<file path="config.mk">
export PLATFORM = sky130hd
export DESIGN_NAME = utf8_to_utf16_stream_decoder
export DESIGN_NICKNAME = d
export VERILOG_FILES = /design/src/hw/rtl/u2u_pkg.sv /design/src/hw/rtl/utf8_to_utf16_stream_decoder.sv /design/src/hw/rtl/u2u_step.sv /design/src/hw/rtl/u2u_rq.sv
export SDC_FILE = /design/constraint.sdc
export NUM_CORES = 1
export LEC_CHECK = 0
export ABC_CLOCK_PERIOD_IN_PS = 20100
export BUFFER_PORTS_ARGS = -buffer_cell sky130_fd_sc_hd__buf_2
export CAP_MARGIN = 0
export CORE_MARGIN = 2
export CORE_UTILIZATION = 55
export DETAILED_ROUTE_END_ITERATION = 6
export PLACE_DENSITY = 0.71
export SETUP_SLACK_MARGIN = 0.5
export SLEW_MARGIN = 20
export SYNTH_ARGS = -nofsm -noshare
export SYNTH_HDL_FRONTEND = slang
export SYNTH_SLANG_ARGS = --single-unit
</file>
<file path="constraint.sdc">
create_clock -name aclk -period 20.1 [get_ports aclk]
set_input_delay 2.01 -clock aclk [delete_from_list [all_inputs] [get_ports aclk]]
set_output_delay 2.01 -clock aclk [all_outputs]
set_load 0.03 [all_outputs]
</file>
<file path="src/hw/rtl/u2u_pkg.sv">
// Package for the UTF-8 to UTF-16 stream decoder: word types, status codes,
// decoder state and constants. No dependencies.
package u2u_pkg;

    localparam int COUNT_WIDTH_DEF = 16;
    localparam int MAX_RESULTS     = 3;
    localparam int RQ_DEPTH        = 4;
    localparam logic [15:0] CAP_RESET = 16'hFFFF;

    localparam logic [7:0] LEAD2_MASK = 8'hE0;
    localparam logic [7:0] LEAD2_CODE = 8'hC0;
    localparam logic [7:0] LEAD3_MASK = 8'hF0;
    localparam logic [7:0] LEAD3_CODE = 8'hE0;
    localparam logic [7:0] CONT_MASK  = 8'hC0;
    localparam logic [7:0] CONT_CODE  = 8'h80;
    localparam logic [7:0] LEAD_MAX   = 8'd244;

    localparam logic [20:0] BMP_MAX    = 21'h00FFFF;
    localparam logic [20:0] SUPP_BASE  = 21'h010000;
    localparam logic [15:0] HI_SURR    = 16'hD800;
    localparam logic [15:0] LO_SURR    = 16'hDC00;

    typedef enum logic [1:0] {
        STATUS_OK         = 2'd0,
        STATUS_INCOMPLETE = 2'd1,
        STATUS_INVALID    = 2'd2,
        STATUS_FULL       = 2'd3
    } status_t;

    typedef struct packed {
        logic [7:0] data_byte;
        logic       first_byte;
        logic       last_byte;
    } s_item_t;

    typedef struct packed {
        logic [15:0] unit_value;
        logic        is_summary;
        status_t     status;
        logic [15:0] units_written;
        logic [15:0] bytes_left;
        logic        last_result;
    } m_item_t;

    typedef struct packed {
        logic [20:0] code_accum;
        logic [2:0]  seq_length;
        logic [2:0]  seq_count;
        logic        stopped;
        status_t     stop_status;
    } seq_state_t;

endpackage

</file>
<file path="src/hw/rtl/utf8_to_utf16_stream_decoder.sv">
// Channel   Direction  Payload   Handshake
// s_        in         s_item_t  s_valid / s_ready
// m_        out        m_item_t  m_valid / m_ready
// cfg_      in         16 bit    cfg_wr_en, no wait
// One byte per cycle while the sink takes one word per cycle; the result
// queue drains one word a cycle, so a byte giving a pair plus summary can
// stall the input register until the queue has drained.
// An accepted byte's first word reaches m_ through the input register, then the queue.
// Reset: synchronous, active low; clears all string state, capacity to 65535.
// Top level of the UTF-8 to UTF-16 stream decoder.
// Depends on u2u_pkg, u2u_step, u2u_rq.
module utf8_to_utf16_stream_decoder import u2u_pkg::*; #(
    parameter int COUNT_WIDTH = COUNT_WIDTH_DEF
) (
    input  logic        aclk,
    input  logic        aresetn,
    input  logic        s_valid,
    output logic        s_ready,
    input  s_item_t     s_item,
    output logic        m_valid,
    input  logic        m_ready,
    output m_item_t     m_item,
    input  logic        cfg_wr_en,
    input  logic [15:0] cfg_wr_data
);

    logic                   in_valid_reg;
    s_item_t                in_item_reg;
    logic [15:0]            cap_reg;
    seq_state_t             seq_reg, seq_next;
    logic [COUNT_WIDTH-1:0] units_reg, units_next;
    logic [COUNT_WIDTH-1:0] total_reg, total_next;
    logic [COUNT_WIDTH-1:0] consumed_reg, consumed_next;
    m_item_t                res [MAX_RESULTS];
    logic [1:0]             res_count;
    logic                   can_take;
    logic                   advance;

    assign advance = in_valid_reg && can_take;
    assign s_ready = !in_valid_reg || advance;

    always_ff @(posedge aclk) begin
        if (!aresetn) begin
            in_valid_reg <= 1'b0;
        end else if (s_valid && s_ready) begin
            in_valid_reg <= 1'b1;
        end else if (advance) begin
            in_valid_reg <= 1'b0;
        end
    end

    always_ff @(posedge aclk) begin
        if (s_valid && s_ready) begin
            in_item_reg <= s_item;
        end
    end

    always_ff @(posedge aclk) begin
        if (!aresetn) begin
            cap_reg <= CAP_RESET;
        end else if (cfg_wr_en) begin
            cap_reg <= cfg_wr_data;
        end
    end

    always_ff @(posedge aclk) begin
        if (!aresetn) begin
            seq_reg      <= '0;
            units_reg    <= '0;
            total_reg    <= '0;
            consumed_reg <= '0;
        end else if (advance) begin
            seq_reg      <= seq_next;
            units_reg    <= units_next;
            total_reg    <= total_next;
            consumed_reg <= consumed_next;
        end
    end

    u2u_step #(
        .COUNT_WIDTH (COUNT_WIDTH)
    ) u_step (
        .item          (in_item_reg),
        .out_capacity  (cap_reg),
        .seq_cur       (seq_reg),
        .units_cur     (units_reg),
        .total_cur     (total_reg),
        .consumed_cur  (consumed_reg),
        .seq_next      (seq_next),
        .units_next    (units_next),
        .total_next    (total_next),
        .consumed_next (consumed_next),
        .res           (res),
        .res_count     (res_count)
    );

    u2u_rq u_rq (
        .aclk       (aclk),
        .aresetn    (aresetn),
        .push_count (advance ? res_count : 2'd0),
        .push_data  (res),
        .can_take   (can_take),
        .m_valid    (m_valid),
        .m_ready    (m_ready),
        .m_item     (m_item)
    );

endmodule

</file>
<file path="src/hw/rtl/u2u_step.sv">
// Per-byte decode step: next sequence state, counters and up to three words.
// Depends on u2u_pkg.
module u2u_step import u2u_pkg::*; #(
    parameter int COUNT_WIDTH = COUNT_WIDTH_DEF
) (
    input  s_item_t                 item,
    input  logic [15:0]             out_capacity,
    input  seq_state_t              seq_cur,
    input  logic [COUNT_WIDTH-1:0]  units_cur,
    input  logic [COUNT_WIDTH-1:0]  total_cur,
    input  logic [COUNT_WIDTH-1:0]  consumed_cur,
    output seq_state_t              seq_next,
    output logic [COUNT_WIDTH-1:0]  units_next,
    output logic [COUNT_WIDTH-1:0]  total_next,
    output logic [COUNT_WIDTH-1:0]  consumed_next,
    output m_item_t                 res [MAX_RESULTS],
    output logic [1:0]              res_count
);

    localparam int CMP_W = ((COUNT_WIDTH > 16) ? COUNT_WIDTH : 16) + 2;

    function automatic logic [COUNT_WIDTH-1:0] sat_add(
        input logic [COUNT_WIDTH-1:0] a,
        input logic [2:0]             inc
    );
        logic [COUNT_WIDTH:0] s;
        s = {1'b0, a} + (COUNT_WIDTH+1)'(inc);
        return s[COUNT_WIDTH] ? {COUNT_WIDTH{1'b1}} : s[COUNT_WIDTH-1:0];
    endfunction

    function automatic logic [15:0] sat16(input logic [COUNT_WIDTH-1:0] v);
        logic [CMP_W-1:0] w;
        w = CMP_W'(v);
        return (w > CMP_W'(17'h0FFFF)) ? 16'hFFFF : w[15:0];
    endfunction

    seq_state_t             seq;
    logic [COUNT_WIDTH-1:0] units;
    logic [COUNT_WIDTH-1:0] total;
    logic [COUNT_WIDTH-1:0] consumed;
    seq_state_t             seq_w;
    logic [COUNT_WIDTH-1:0] units_w;
    logic [COUNT_WIDTH-1:0] total_w;
    logic [COUNT_WIDTH-1:0] consumed_w;
    logic [CMP_W-1:0]       units_x;
    logic [CMP_W-1:0]       cap_x;
    logic [7:0]             b;
    logic                   do_finish;
    logic [20:0]            cp_off;
    logic [15:0]            unit0;
    logic [15:0]            unit1;
    logic [1:0]             n_units;
    logic [COUNT_WIDTH-1:0] left;
    status_t                sum_status;
    m_item_t                summary;

    assign b     = item.data_byte;
    assign seq   = item.first_byte ? '0 : seq_cur;
    assign units = item.first_byte ? '0 : units_cur;
    assign total = item.first_byte ? '0 : total_cur;
    assign consumed = item.first_byte ? '0 : consumed_cur;
    assign units_x = CMP_W'(units);
    assign cap_x   = CMP_W'(out_capacity);

    always_comb begin
        seq_w      = seq;
        units_w    = units;
        consumed_w = consumed;
        total_w    = sat_add(total, 3'd1);
        do_finish  = 1'b0;
        cp_off     = '0;
        unit0      = '0;
        unit1      = '0;
        n_units    = 2'd0;

        if (!seq.stopped) begin
            if (seq.seq_length == 3'd0) begin
                if (units_x >= cap_x) begin
                    seq_w.stopped     = 1'b1;
                    seq_w.stop_status = STATUS_FULL;
                end else if (b[7] == 1'b0) begin
                    seq_w.seq_length = 3'd1;
                    seq_w.code_accum = {13'd0, b};
                    do_finish        = 1'b1;
                end else if ((b & LEAD2_MASK) == LEAD2_CODE) begin
                    seq_w.seq_length = 3'd2;
                    seq_w.seq_count  = 3'd1;
                    seq_w.code_accum = {16'd0, b[4:0]};
                end else if ((b & LEAD3_MASK) == LEAD3_CODE) begin
                    seq_w.seq_length = 3'd3;
                    seq_w.seq_count  = 3'd1;
                    seq_w.code_accum = {17'd0, b[3:0]};
                end else if ((b & CONT_MASK) == CONT_CODE || b > LEAD_MAX) begin
                    seq_w.stopped     = 1'b1;
                    seq_w.stop_status = STATUS_INVALID;
                end else begin
                    seq_w.seq_length = 3'd4;
                    seq_w.seq_count  = 3'd1;
                    seq_w.code_accum = {18'd0, b[2:0]};
                end
            end else begin
                seq_w.code_accum = {seq.code_accum[14:0], b[5:0]};
                seq_w.seq_count  = seq.seq_count + 3'd1;
                if (seq_w.seq_count >= seq.seq_length) begin
                    do_finish = 1'b1;
                end
            end
        end

        if (do_finish) begin
            if (seq_w.code_accum > BMP_MAX) begin
                if (cap_x < units_x + CMP_W'(2)) begin
                    seq_w.stopped     = 1'b1;
                    seq_w.stop_status = STATUS_FULL;
                end else begin
                    cp_off           = seq_w.code_accum - SUPP_BASE;
                    unit0            = {5'd0, cp_off[20:10]} | HI_SURR;
                    unit1            = {6'd0, cp_off[9:0]} | LO_SURR;
                    n_units          = 2'd2;
                    units_w          = sat_add(units, 3'd2);
                    consumed_w       = sat_add(consumed, seq_w.seq_length);
                    seq_w.seq_length = '0;
                    seq_w.seq_count  = '0;
                    seq_w.code_accum = '0;
                end
            end else begin
                unit0            = seq_w.code_accum[15:0];
                n_units          = 2'd1;
                units_w          = sat_add(units, 3'd1);
                consumed_w       = sat_add(consumed, seq_w.seq_length);
                seq_w.seq_length = '0;
                seq_w.seq_count  = '0;
                seq_w.code_accum = '0;
            end
        end
    end

    always_comb begin
        if (!seq_w.stopped && seq_w.seq_length != 3'd0) begin
            sum_status = STATUS_INCOMPLETE;
        end else if (seq_w.stopped) begin
            sum_status = seq_w.stop_status;
        end else begin
            sum_status = STATUS_OK;
        end
        if (total_w == {COUNT_WIDTH{1'b1}}) begin
            left = {COUNT_WIDTH{1'b1}};
        end else if (total_w > consumed_w) begin
            left = total_w - consumed_w;
        end else begin
            left = '0;
        end
        summary               = '0;
        summary.is_summary    = 1'b1;
        summary.status        = sum_status;
        summary.units_written = sat16(units_w);
        summary.bytes_left    = (total_w == {COUNT_WIDTH{1'b1}}) ? 16'hFFFF : sat16(left);
    end

    always_comb begin
        res_count = n_units + {1'b0, item.last_byte};
        for (int i = 0; i < MAX_RESULTS; i++) begin
            res[i] = '0;
        end
        res[0].unit_value = unit0;
        res[1].unit_value = unit1;
        if (item.last_byte) begin
            res[n_units] = summary;
        end
        for (int i = 0; i < MAX_RESULTS; i++) begin
            res[i].last_result = (2'(i) == res_count - 2'd1) && (res_count != 2'd0);
        end
    end

    // summary clears the whole string
    assign seq_next      = item.last_byte ? '0 : seq_w;
    assign units_next    = item.last_byte ? '0 : units_w;
    assign total_next    = item.last_byte ? '0 : total_w;
    assign consumed_next = item.last_byte ? '0 : consumed_w;

endmodule

</file>
<file path="src/hw/rtl/u2u_rq.sv">
// Result queue: takes up to three words a cycle, hands out one while m_ready is high.
// Depends on u2u_pkg.
module u2u_rq import u2u_pkg::*; (
    input  logic       aclk,
    input  logic       aresetn,
    input  logic [1:0] push_count,
    input  m_item_t    push_data [MAX_RESULTS],
    output logic       can_take,
    output logic       m_valid,
    input  logic       m_ready,
    output m_item_t    m_item
);

    localparam int PTR_W = $clog2(RQ_DEPTH);
    localparam int CNT_W = $clog2(RQ_DEPTH + 1);

    m_item_t          mem [RQ_DEPTH];
    logic [PTR_W-1:0] wr_ptr_reg, wr_ptr_next;
    logic [PTR_W-1:0] rd_ptr_reg, rd_ptr_next;
    logic [CNT_W-1:0] count_reg, count_next;
    logic [CNT_W-1:0] count_after_pop;
    logic             pop;

    assign m_valid         = (count_reg != '0);
    assign m_item          = mem[rd_ptr_reg];
    assign pop             = m_valid && m_ready;
    assign count_after_pop = count_reg - CNT_W'(pop);
    assign can_take        = count_after_pop <= CNT_W'(RQ_DEPTH - MAX_RESULTS);
    assign count_next      = count_after_pop + CNT_W'(push_count);
    assign wr_ptr_next     = wr_ptr_reg + PTR_W'(push_count);
    assign rd_ptr_next     = rd_ptr_reg + PTR_W'(pop);

    always_ff @(posedge aclk) begin
        if (!aresetn) begin
            wr_ptr_reg <= '0;
            rd_ptr_reg <= '0;
            count_reg  <= '0;
        end else begin
            wr_ptr_reg <= wr_ptr_next;
            rd_ptr_reg <= rd_ptr_next;
            count_reg  <= count_next;
        end
    end

    always_ff @(posedge aclk) begin
        for (int i = 0; i < MAX_RESULTS; i++) begin
            if (2'(i) < push_count) begin
                mem[wr_ptr_reg + PTR_W'(i)] <= push_data[i];
            end
        end
    end

endmodule

</file>
After elaboration in Yosys (flattened, before gate mapping)

Memories as Yosys holds them, arrays and structs flattened. A register that Yosys moved wholly into a read port is not among the register bits.
Index checks and enable logic that the tools add are counted.

Register bits after elaboration: 112
Memory bits (writable): 208
Input port bits: 31
Output and inout bits: 54
Word-level logic and storage cells: 140
Memories kept: 1

Memory list:

| memory   | words | width | rd ports | clocked after Yosys merged registers in | write ports | RTL line     | source |
|---|---|---|---|---|---|---|---|
| u_rq.mem | 4     | 52    | 1        | 1                                       | 3           | u2u_rq.sv:17 | `m_item_t mem [RQ_DEPTH];` |

$add $sub $neg: 16
Magnitude comparators: 12
Equality and inequality tests: 6
Muxes and demuxes: 70
Bitwise gates (word level): 1
Reductions and logical operators: 18

Operators by type and width:

| kind                     | number |
|---|---|
| $mux W16                 | 24 |
| $mux W27                 | 6 |
| $bwmux W156              | 1 |
| $mux W156                | 1 |
| $mux W30                 | 4 |
| $demux W52 S2            | 1 |
| $mux W52                 | 1 |
| $add A16 B1 Y17 const B  | 2 |
| $add A16 B2 Y17 const B  | 2 |
| $mux W3                  | 9 |
| $mux W24                 | 1 |
| $gt A21 B16 Y1 const B   | 1 |
| $mux W21                 | 1 |
| $sub A21 B17 Y21 const B | 1 |
| $lt A16 B18 Y1           | 1 |
| $add A16 B3 Y17          | 1 |
| $eq A16 B16 Y1 const B   | 1 |
| $ge A16 B16 Y1           | 1 |
| $gt A16 B16 Y1           | 1 |
| $sub A16 B16 Y16         | 1 |
| $mux W2                  | 7 |
| $mux W1                  | 13 |
| $gt A8 B8 Y1 const B     | 1 |
| $logic_and A1 B1 Y1      | 8 |
| other kinds (27)         | 33 |

Longest topological paths before layout

Gate-level depths: netlist of the first run.

Word-level depth: 19
Gate-level depth with buffers: 37
Mapped depth without buffers: 33

Cells and area by module

A second synthesis of the first run with hierarchy kept.

Cells, all modules: 2763
Area, all modules: 22404.0 um^2

Modules (own cells, without submodules):

| module                       | instances | cells each | area an instance (um^2) |
|---|---|---|---|
| u2u_rq                       | 1         | 1254       | 12112.9 |
| u2u_step                     | 1         | 1084       | 6342.3 |
| utf8_to_utf16_stream_decoder | 1         | 425        | 3948.8 |

Worst setup path before layout of the first run

OpenSTA, ideal clock, no wires.

Path type: register to register
Start point: register in_item_reg[1] (netlist name)
End point: memory u_rq.mem[0][0] (netlist name), enable pin
Data arrival time: 14.073 ns
Required time: 19.360 ns
Slack: 5.287 ns
Cell stages (with the launch flop): 27
Period minus slack after synthesis: 14.813 ns
Path through: edfxtp_1 buf_2 clkbuf_1 clkbuf_1 clkbuf_1 clkbuf_1 nor2b_1 ha_1 a21oi_1 o21ai_0 or3_1 or3_4 a21oi_1 nor2_1 clkbuf_1 a22oi_1 ha_1 o211ai_1 nor3_4 buf_2 o21ai_1 inv_1 ha_1 buf_1 clkbuf_1 xnor2_1 a2111oi_0

RTL lines:

| item                     | RTL line                           | source |
|---|---|---|
| start: declaration       | utf8_to_utf16_stream_decoder.sv:28 | `s_item_t in_item_reg;` |
| start signal: assignment | utf8_to_utf16_stream_decoder.sv:54 | `in_item_reg <= s_item;` |
| end: declaration         | u2u_rq.sv:17                       |  |

==> out/metrics.cfg, run 1 <==
[timing]
worst_slew_pin_slew_ns = 1.19
drv_slew = 0
fin_crit_sh = 0.508
finalSetupTns_ns = 0
hold_viol_final = 0
whs_ns = 0.474
layout_min_cycle_time_ns = 10.21
max_slew_margin = 0.199
fmax_mhz = 98.0
rsz0062_at_grt = no
skew_ns = 0.0333
setup-violations-final = 0

[routing]
postRouteAntennaNets = 0
vias_per_cell = 6.75
vias = 17800
first_pass_iters = 6
drc = 0
dr.first_iter.drc_count = 2491
postRouteWirelength_um = 65400
wire_per_inst_um = 24.9

[synthesis]
synth-main-ff-cell = edfxtp_1
syn_area_um2 = 20500
async_flop_share = 0
yosysUniqueCellTypes = 90
netlist_instances = 2140
synth_edf_count = 218
yosysSeqAreaShare = 0.419
synth.avg_cell_area_um2 = 9.57
yosysWarningCount = 0
ys_ff_latch = 320
syn-num-nets = 2236

[global_route]
grt_pass1_wl_um = 99800
grt.total_usage = 0.334
grt_max_degree = 65
grt_pass1_vias = 16900
overflow = 0
antenna_found_initial = 2

[setup_path]
crit_path_max_fanout = 64
crit_path_end_kind = register
start_kind = register
reg2reg_from = in_item_reg[1]
r2r_setup_slack_ns = 9.89
cpPeakStageDelay_ns = 0.79
worstReg2RegEnd = u_rq.mem[1][12]
arrival_ns = 10.46
slowest_stage = nor2_1
endpoint = u_rq.mem[1][12]
worstRegToRegCells = 35
required_ns = 20.35
path_class = register to register
crit_start = in_item_reg[1]

[clock_tree]
clk_transition_reported_paths_ns = 0.06
postCtsResizedCells = 0
insertion_delay_ns = 0.56
clk_path_buf_depth = 3
cts_root_buffer = clkbuf_16
postCtsSetupRepairBufs = 0
numCtsBuffers = 37
cts.sinks = 320
hold_buffers = 0
cts_tree = yes
htreeDepth = 2

[floorplan]
start_util = 0.559
fp.coreArea_um2 = 36600
num_rows = 70
die_area_um2 = 38800
chipHeight_um = 197
die_x_um = 197
io_pins = 85

[cells_and_area]
multiInputGateArea_um2 = 11100
drive_gt1_frac = 0.148
syn_to_final_growth_pct = 9.29
num-fill-cells = 3062
final_cells = 2631
seq_area_um2 = 8590
final_common_cell = nand2_1
layout_common_cells = nand2_1 (231), edfxtp_1 (218), o21ai_0 (168), nor2_1 (149), a21oi_1 (130)
largest_reg_flops = 208
layout.nets = 2237
final_area_um2 = 22400

[flow_run]
maxCapViolCount = 0

[min_path]
hp-class = register to register

[pwr]
p_per_area_nw_per_um2 = 96.4
leakage_nw = 8.12
peakVddDrop_uv = 83.9

[place]
place_inst = 2570
dp_hpwl_um = 43400
globalplace.congestion = 0.971
portBuffers = 84
place_area_um2 = 21200

[outcome]
status = finished clean

[cells by family (layout without fill, tap and decap cells)]
| logic type | Yosys count | count (layout) | share of synthesized area |
|---|---|---|---|
| compound gates | 569 | 569 | 0.179 |
| xor+xnor | 54 | 54 | 0.0231 |
| buf+inv | 222 | 244 | 0.0448 |
| other cells | 0 | 1 | 0 |
| mux | 145 | 145 | 0.106 |
| flops | 320 | 320 | 0.419 |
| simple gates | 762 | 762 | 0.186 |
| fa+ha+maj | 68 | 68 | 0.0423 |
[layout make-up]
class                      count  area share
clock inverter                11     0.00794
antenna                        1    0.000112
multi-input combinational   1598       0.495
clock buffer                  49      0.0452
inverter                      66      0.0111
timing repair buffer         118      0.0302
tap                          468      0.0262
sequential                   320       0.384
[cell usage after synthesis, drive strengths merged (8+ instances only)]
master	instances	area, um2
a2bb2oi	9	78.8
nand2	231	867
o211ai	27	203
xor2	24	210
o22ai	15	93.8
nor3b	23	208
buf	50	273
a21oi	130	651
nor2	158	613
nand2b	12	75.1
nand3	92	465
and3	26	163
clkbuf	106	398
dfxtp	102	2040
nor2b	60	383
xnor2	30	263
or3	15	98.8
a211oi	12	125
a32o	8	80.1
o221ai	13	114
mux2i	45	450
a211o	9	78.8
nand4	29	181
ha	62	776
inv	66	248
a22oi	43	323
a21boi	18	135
o31ai	22	165
nor3	42	226
mux4	52	1170
o21ai	172	865
a21o	13	97.6
o21a	11	82.6
or2	8	50.1
mux2	48	541
a31oi	14	87.6
edfxtp	218	6550
and2	42	263
[report_power, final]
group	switching, mW	internal (mW)
logic	0.453	0.212
registers	0.0378	0.775
clock network	0.276	0.405
total	0.766	1.39
[metal layers]
metal,share of wire,vias to the layer above,GRT usage
met4,0.026,0,0.100
met5,0,-,0
met3,0.12,128,0.0749
li1,-,7973,-
met1,0.42,8510,0.490
met2,0.44,1141,0.497
[metrics by stage]
step,utilization,total power [mW],setup slack (ns)
global route,0.611,2.23,9.00
finish,0.611,2.16,9.89
floorplan,-,1.28,5.29
CTS,0.611,2.16,10.19
detailed placement,0.579,1.48,10.24
global placement,0.579,1.47,10.54
[critical path, delay by kind of cell (launching register included)]
kind / cells / cell delay, ns
adders and majority gates: 3 / 0.81
AOI/OAI and AO/OA: 15 / 3.80
DFF: 1 / 0.35
and+or+nand+nor: 12 / 3.46
xor gates and xnor gates: 1 / 0.31
buffers and inverters: 4 / 1.14
[worst min path at each step]
stage	cells past startpoint	to	slack [ns]	startpoint
6_report	2	units_reg[13]	0.47	units_reg[13]
5_1_grt	2	units_reg[13]	0.49	units_reg[13]
4_1_cts	2	units_reg[13]	0.48	units_reg[13]
3_5_place_dp	2	units_reg[13]	0.47	units_reg[13]
3_3_place_gp	2	consumed_reg[0]	0.45	consumed_reg[0]
2_1_floorplan	2	units_reg[6]	0.43	units_reg[6]
No activity file was read; power rests on OpenSTA's default activity.
==> run 2: changes to the inputs <==
--- a/config.mk
+++ b/config.mk
@@ -5,13 +5,14 @@
 export SDC_FILE = /design/constraint.sdc
 export NUM_CORES = 1
 export LEC_CHECK = 0
-export ABC_CLOCK_PERIOD_IN_PS = 20100
+export ABC_AREA = 1
+export ABC_CLOCK_PERIOD_IN_PS = 8300
 export BUFFER_PORTS_ARGS = -buffer_cell sky130_fd_sc_hd__buf_2
 export CAP_MARGIN = 0
 export CORE_MARGIN = 2
 export CORE_UTILIZATION = 55
 export DETAILED_ROUTE_END_ITERATION = 6
-export PLACE_DENSITY = 0.71
+export PLACE_DENSITY = 0.74
 export SETUP_SLACK_MARGIN = 0.5
 export SLEW_MARGIN = 20
 export SYNTH_ARGS = -nofsm -noshare
==> constraint.sdc (replaced) <==
create_clock -name aclk -period 8.3 [get_ports aclk]
set_input_delay 0.83 -clock aclk [delete_from_list [all_inputs] [get_ports aclk]]
set_output_delay 0.83 -clock aclk [all_outputs]
set_load 0.03 [all_outputs]
==> out/metrics.cfg, run 2 <==
[global_route]
grt_pass1_vias = 22400
grt.total_usage = 0.350
antenna_found_initial = 0
overflow = 0
grt_pass1_wl_um = 121000
grt_max_degree = 94

[timing]
worst_slew_pin_slew_ns = 1.12
setup-violations-final = 0
skew_ns = 0.0395
fin_crit_sh = 0.877
rsz0062_at_grt = yes
max_slew_margin = 0.254
fmax_mhz = 137
drv_slew = 0
hold_viol_final = 0
layout_min_cycle_time_ns = 7.28
finalSetupTns_ns = 0

[outcome]
violations = design-rule violations
status = finished with violations

[setup_path]
slowest_stage = edfxtp_1
arrival_ns = 7.73
crit_path_end_kind = register
worstRegToRegCells = 44
path_delay_family = simple AND/OR/NAND/NOR gates
path_depth = 44
path_class = register to register
crit_path_max_fanout = 20
cpPeakStageDelay_ns = 0.50
cp_num_buf_inv = 9
required_ns = 8.75
start_kind = register

[synthesis]
synth.avg_cell_area_um2 = 6.77
ys_ff_latch = 320
synth-main-ff-cell = edfxtp_1
synth_edf_count = 218
netlist_instances = 3397
yosys.area.top_type = edfxtp_1
yosysUniqueCellTypes = 52
async_flop_share = 0
synthTopCellsByArea = edfxtp_1 (28%), nand2_1 (18%), dfxtp_1 (8.9%), nor2_1 (5.8%), o21ai_0 (4.9%)
syn-num-nets = 3493
synth_most_common_cell = nand2_1
yosysWarningCount = 0
yosys-top-cells-count = nand2_1 (1097), nor2_1 (358), inv_1 (254)
syn_area_um2 = 23000
synth_top_area_share = 0.285
yosysSeqAreaShare = 0.374

[place]
portBuffers = 84
globalplace.congestion = 0.959
place_area_um2 = 23600
dp_hpwl_um = 48700

[floorplan]
num_rows = 74
die_x_um = 208
start_util = 0.561
io_pins = 85
chipHeight_um = 208
fp.coreArea_um2 = 41000
die_area_um2 = 43500

[cells_and_area]
seq_area_um2 = 8590
largest_reg_flops = 208
layout.nets = 3447
layout_common_cells = nand2_1 (1091), nor2_1 (331), inv_1 (251), o21ai_0 (222), edfxtp_1 (218)
antennaDiodeCount = 0
multiInputGateArea_um2 = 12600
final_area_um2 = 25000
final_common_cell = nand2_1
num-fill-cells = 3801
drive_gt1_frac = 0.0985
syn_to_final_growth_pct = 8.89

[clock_tree]
insertion_delay_ns = 0.58
cts.sinks = 320
clk_transition_reported_paths_ns = 0.06
numCtsBuffers = 38
hold_buffers = 0
htreeDepth = 2
clk_path_buf_depth = 3
cts_tree = yes
cts_root_buffer = clkbuf_16

[min_path]
hp-class = input pin to register
hold_depth = 1

[routing]
vias_per_cell = 6.13
postRouteAntennaNets = 0
postRouteWirelength_um = 77700
drc = 2
dr.first_iter.drc_count = 3413
first_pass_iters = 7
vias = 24000
wire_per_inst_um = 19.9

[pwr]
leakage_nw = 11.3
p_per_area_nw_per_um2 = 243
peakVddDrop_uv = 170

[flow_run]
maxCapViolCount = 0

==> run 2: changes by cell type after synthesis, moves of 54 or more <==
cell,delta
nand3_1,+116
nor2b_1,-59
nand2_1,+866
o21ai_0,+59
a21oi_1,+67
nor2_1,+204
inv_1,+188
nand4_1,+140
o22ai_1,+54
==> run 2: worst paths after layout <==
| check | to | slack [ns] | start |
|---|---|---|---|
| worst min-delay path | in_item_reg[8] | 0.44 | s_item[8] |
| worst min register to register | seq_reg[27] | 0.46 | seq_reg[27] |
| worst max register to register | u_rq.mem[1][8] | 1.02 | in_item_reg[1] |
| worst max-delay path | u_rq.mem[1][8] | 1.02 | in_item_reg[1] |
==> run 2: kinds of logic after synthesis <==
kind of cell / Yosys count / synth area share
flops: 320 / 0.374
buf+inv: 501 / 0.0891
fa+ha+maj: 65 / 0.0364
xor+xnor: 30 / 0.0114
simple gates: 1945 / 0.365
compound gates: 536 / 0.125
==> run 2: layer usage <==
| layer | part of all wire | vias up | wire length, um | global-route usage |
|---|---|---|---|---|
| met5 | 0 | - | 0 | 0 |
| met1 | 0.40 | 10800 | 31100 | 0.480 |
| met4 | 0.036 | 0 | 2790 | 0.141 |
| li1 | - | 11300 | - | - |
| met2 | 0.43 | 1609 | 33600 | 0.536 |
| met3 | 0.13 | 273 | 10200 | 0.0771 |
==> run 2: repair_timing <==
action | 4_1_cts | 5_1_grt
setup endpoints to repair | 64 | 64
hold endpoints to repair | 0 | 0
pin swaps | 0 | 5
gates cloned | 0 | 1
resized for setup | 0 | 74
setup buffers | 3 | 1
==> run 2: stage by stage <==
step | power (mW) | setup WS [ns] | utilization | hold slack [ns] | cells
after floorplan | 3.66 | 0.705 | - | 0.445 | 3397
after global placement | 4.34 | 0.526 | 0.574 | 0.452 | 3838
after detailed placement | 4.39 | 0.290 | 0.574 | 0.456 | 3838
after CTS | 5.98 | 0.560 | 0.604 | 0.429 | 3909
after global routing | 6.35 | 0.389 | 0.610 | 0.433 | 3911
final | 6.09 | 1.02 | 0.610 | 0.437 | 3911
==> run 2: cell type report <==
type / instances / area share
clock inverters: 15 / 0.00335
inverters: 275 / 0.0415
multi-input cells: 2576 / 0.505
clock buffers: 53 / 0.0439
flip-flops and latches: 320 / 0.343
repair buffers: 140 / 0.0362
well taps: 532 / 0.0266
==> run 2: power by group <==
| part | internal, mW | switching [mW] |
|---|---|---|
| Sequential | 1.92 | 0.0510 |
| Combinational | 0.583 | 1.92 |
| Clock | 0.925 | 0.697 |
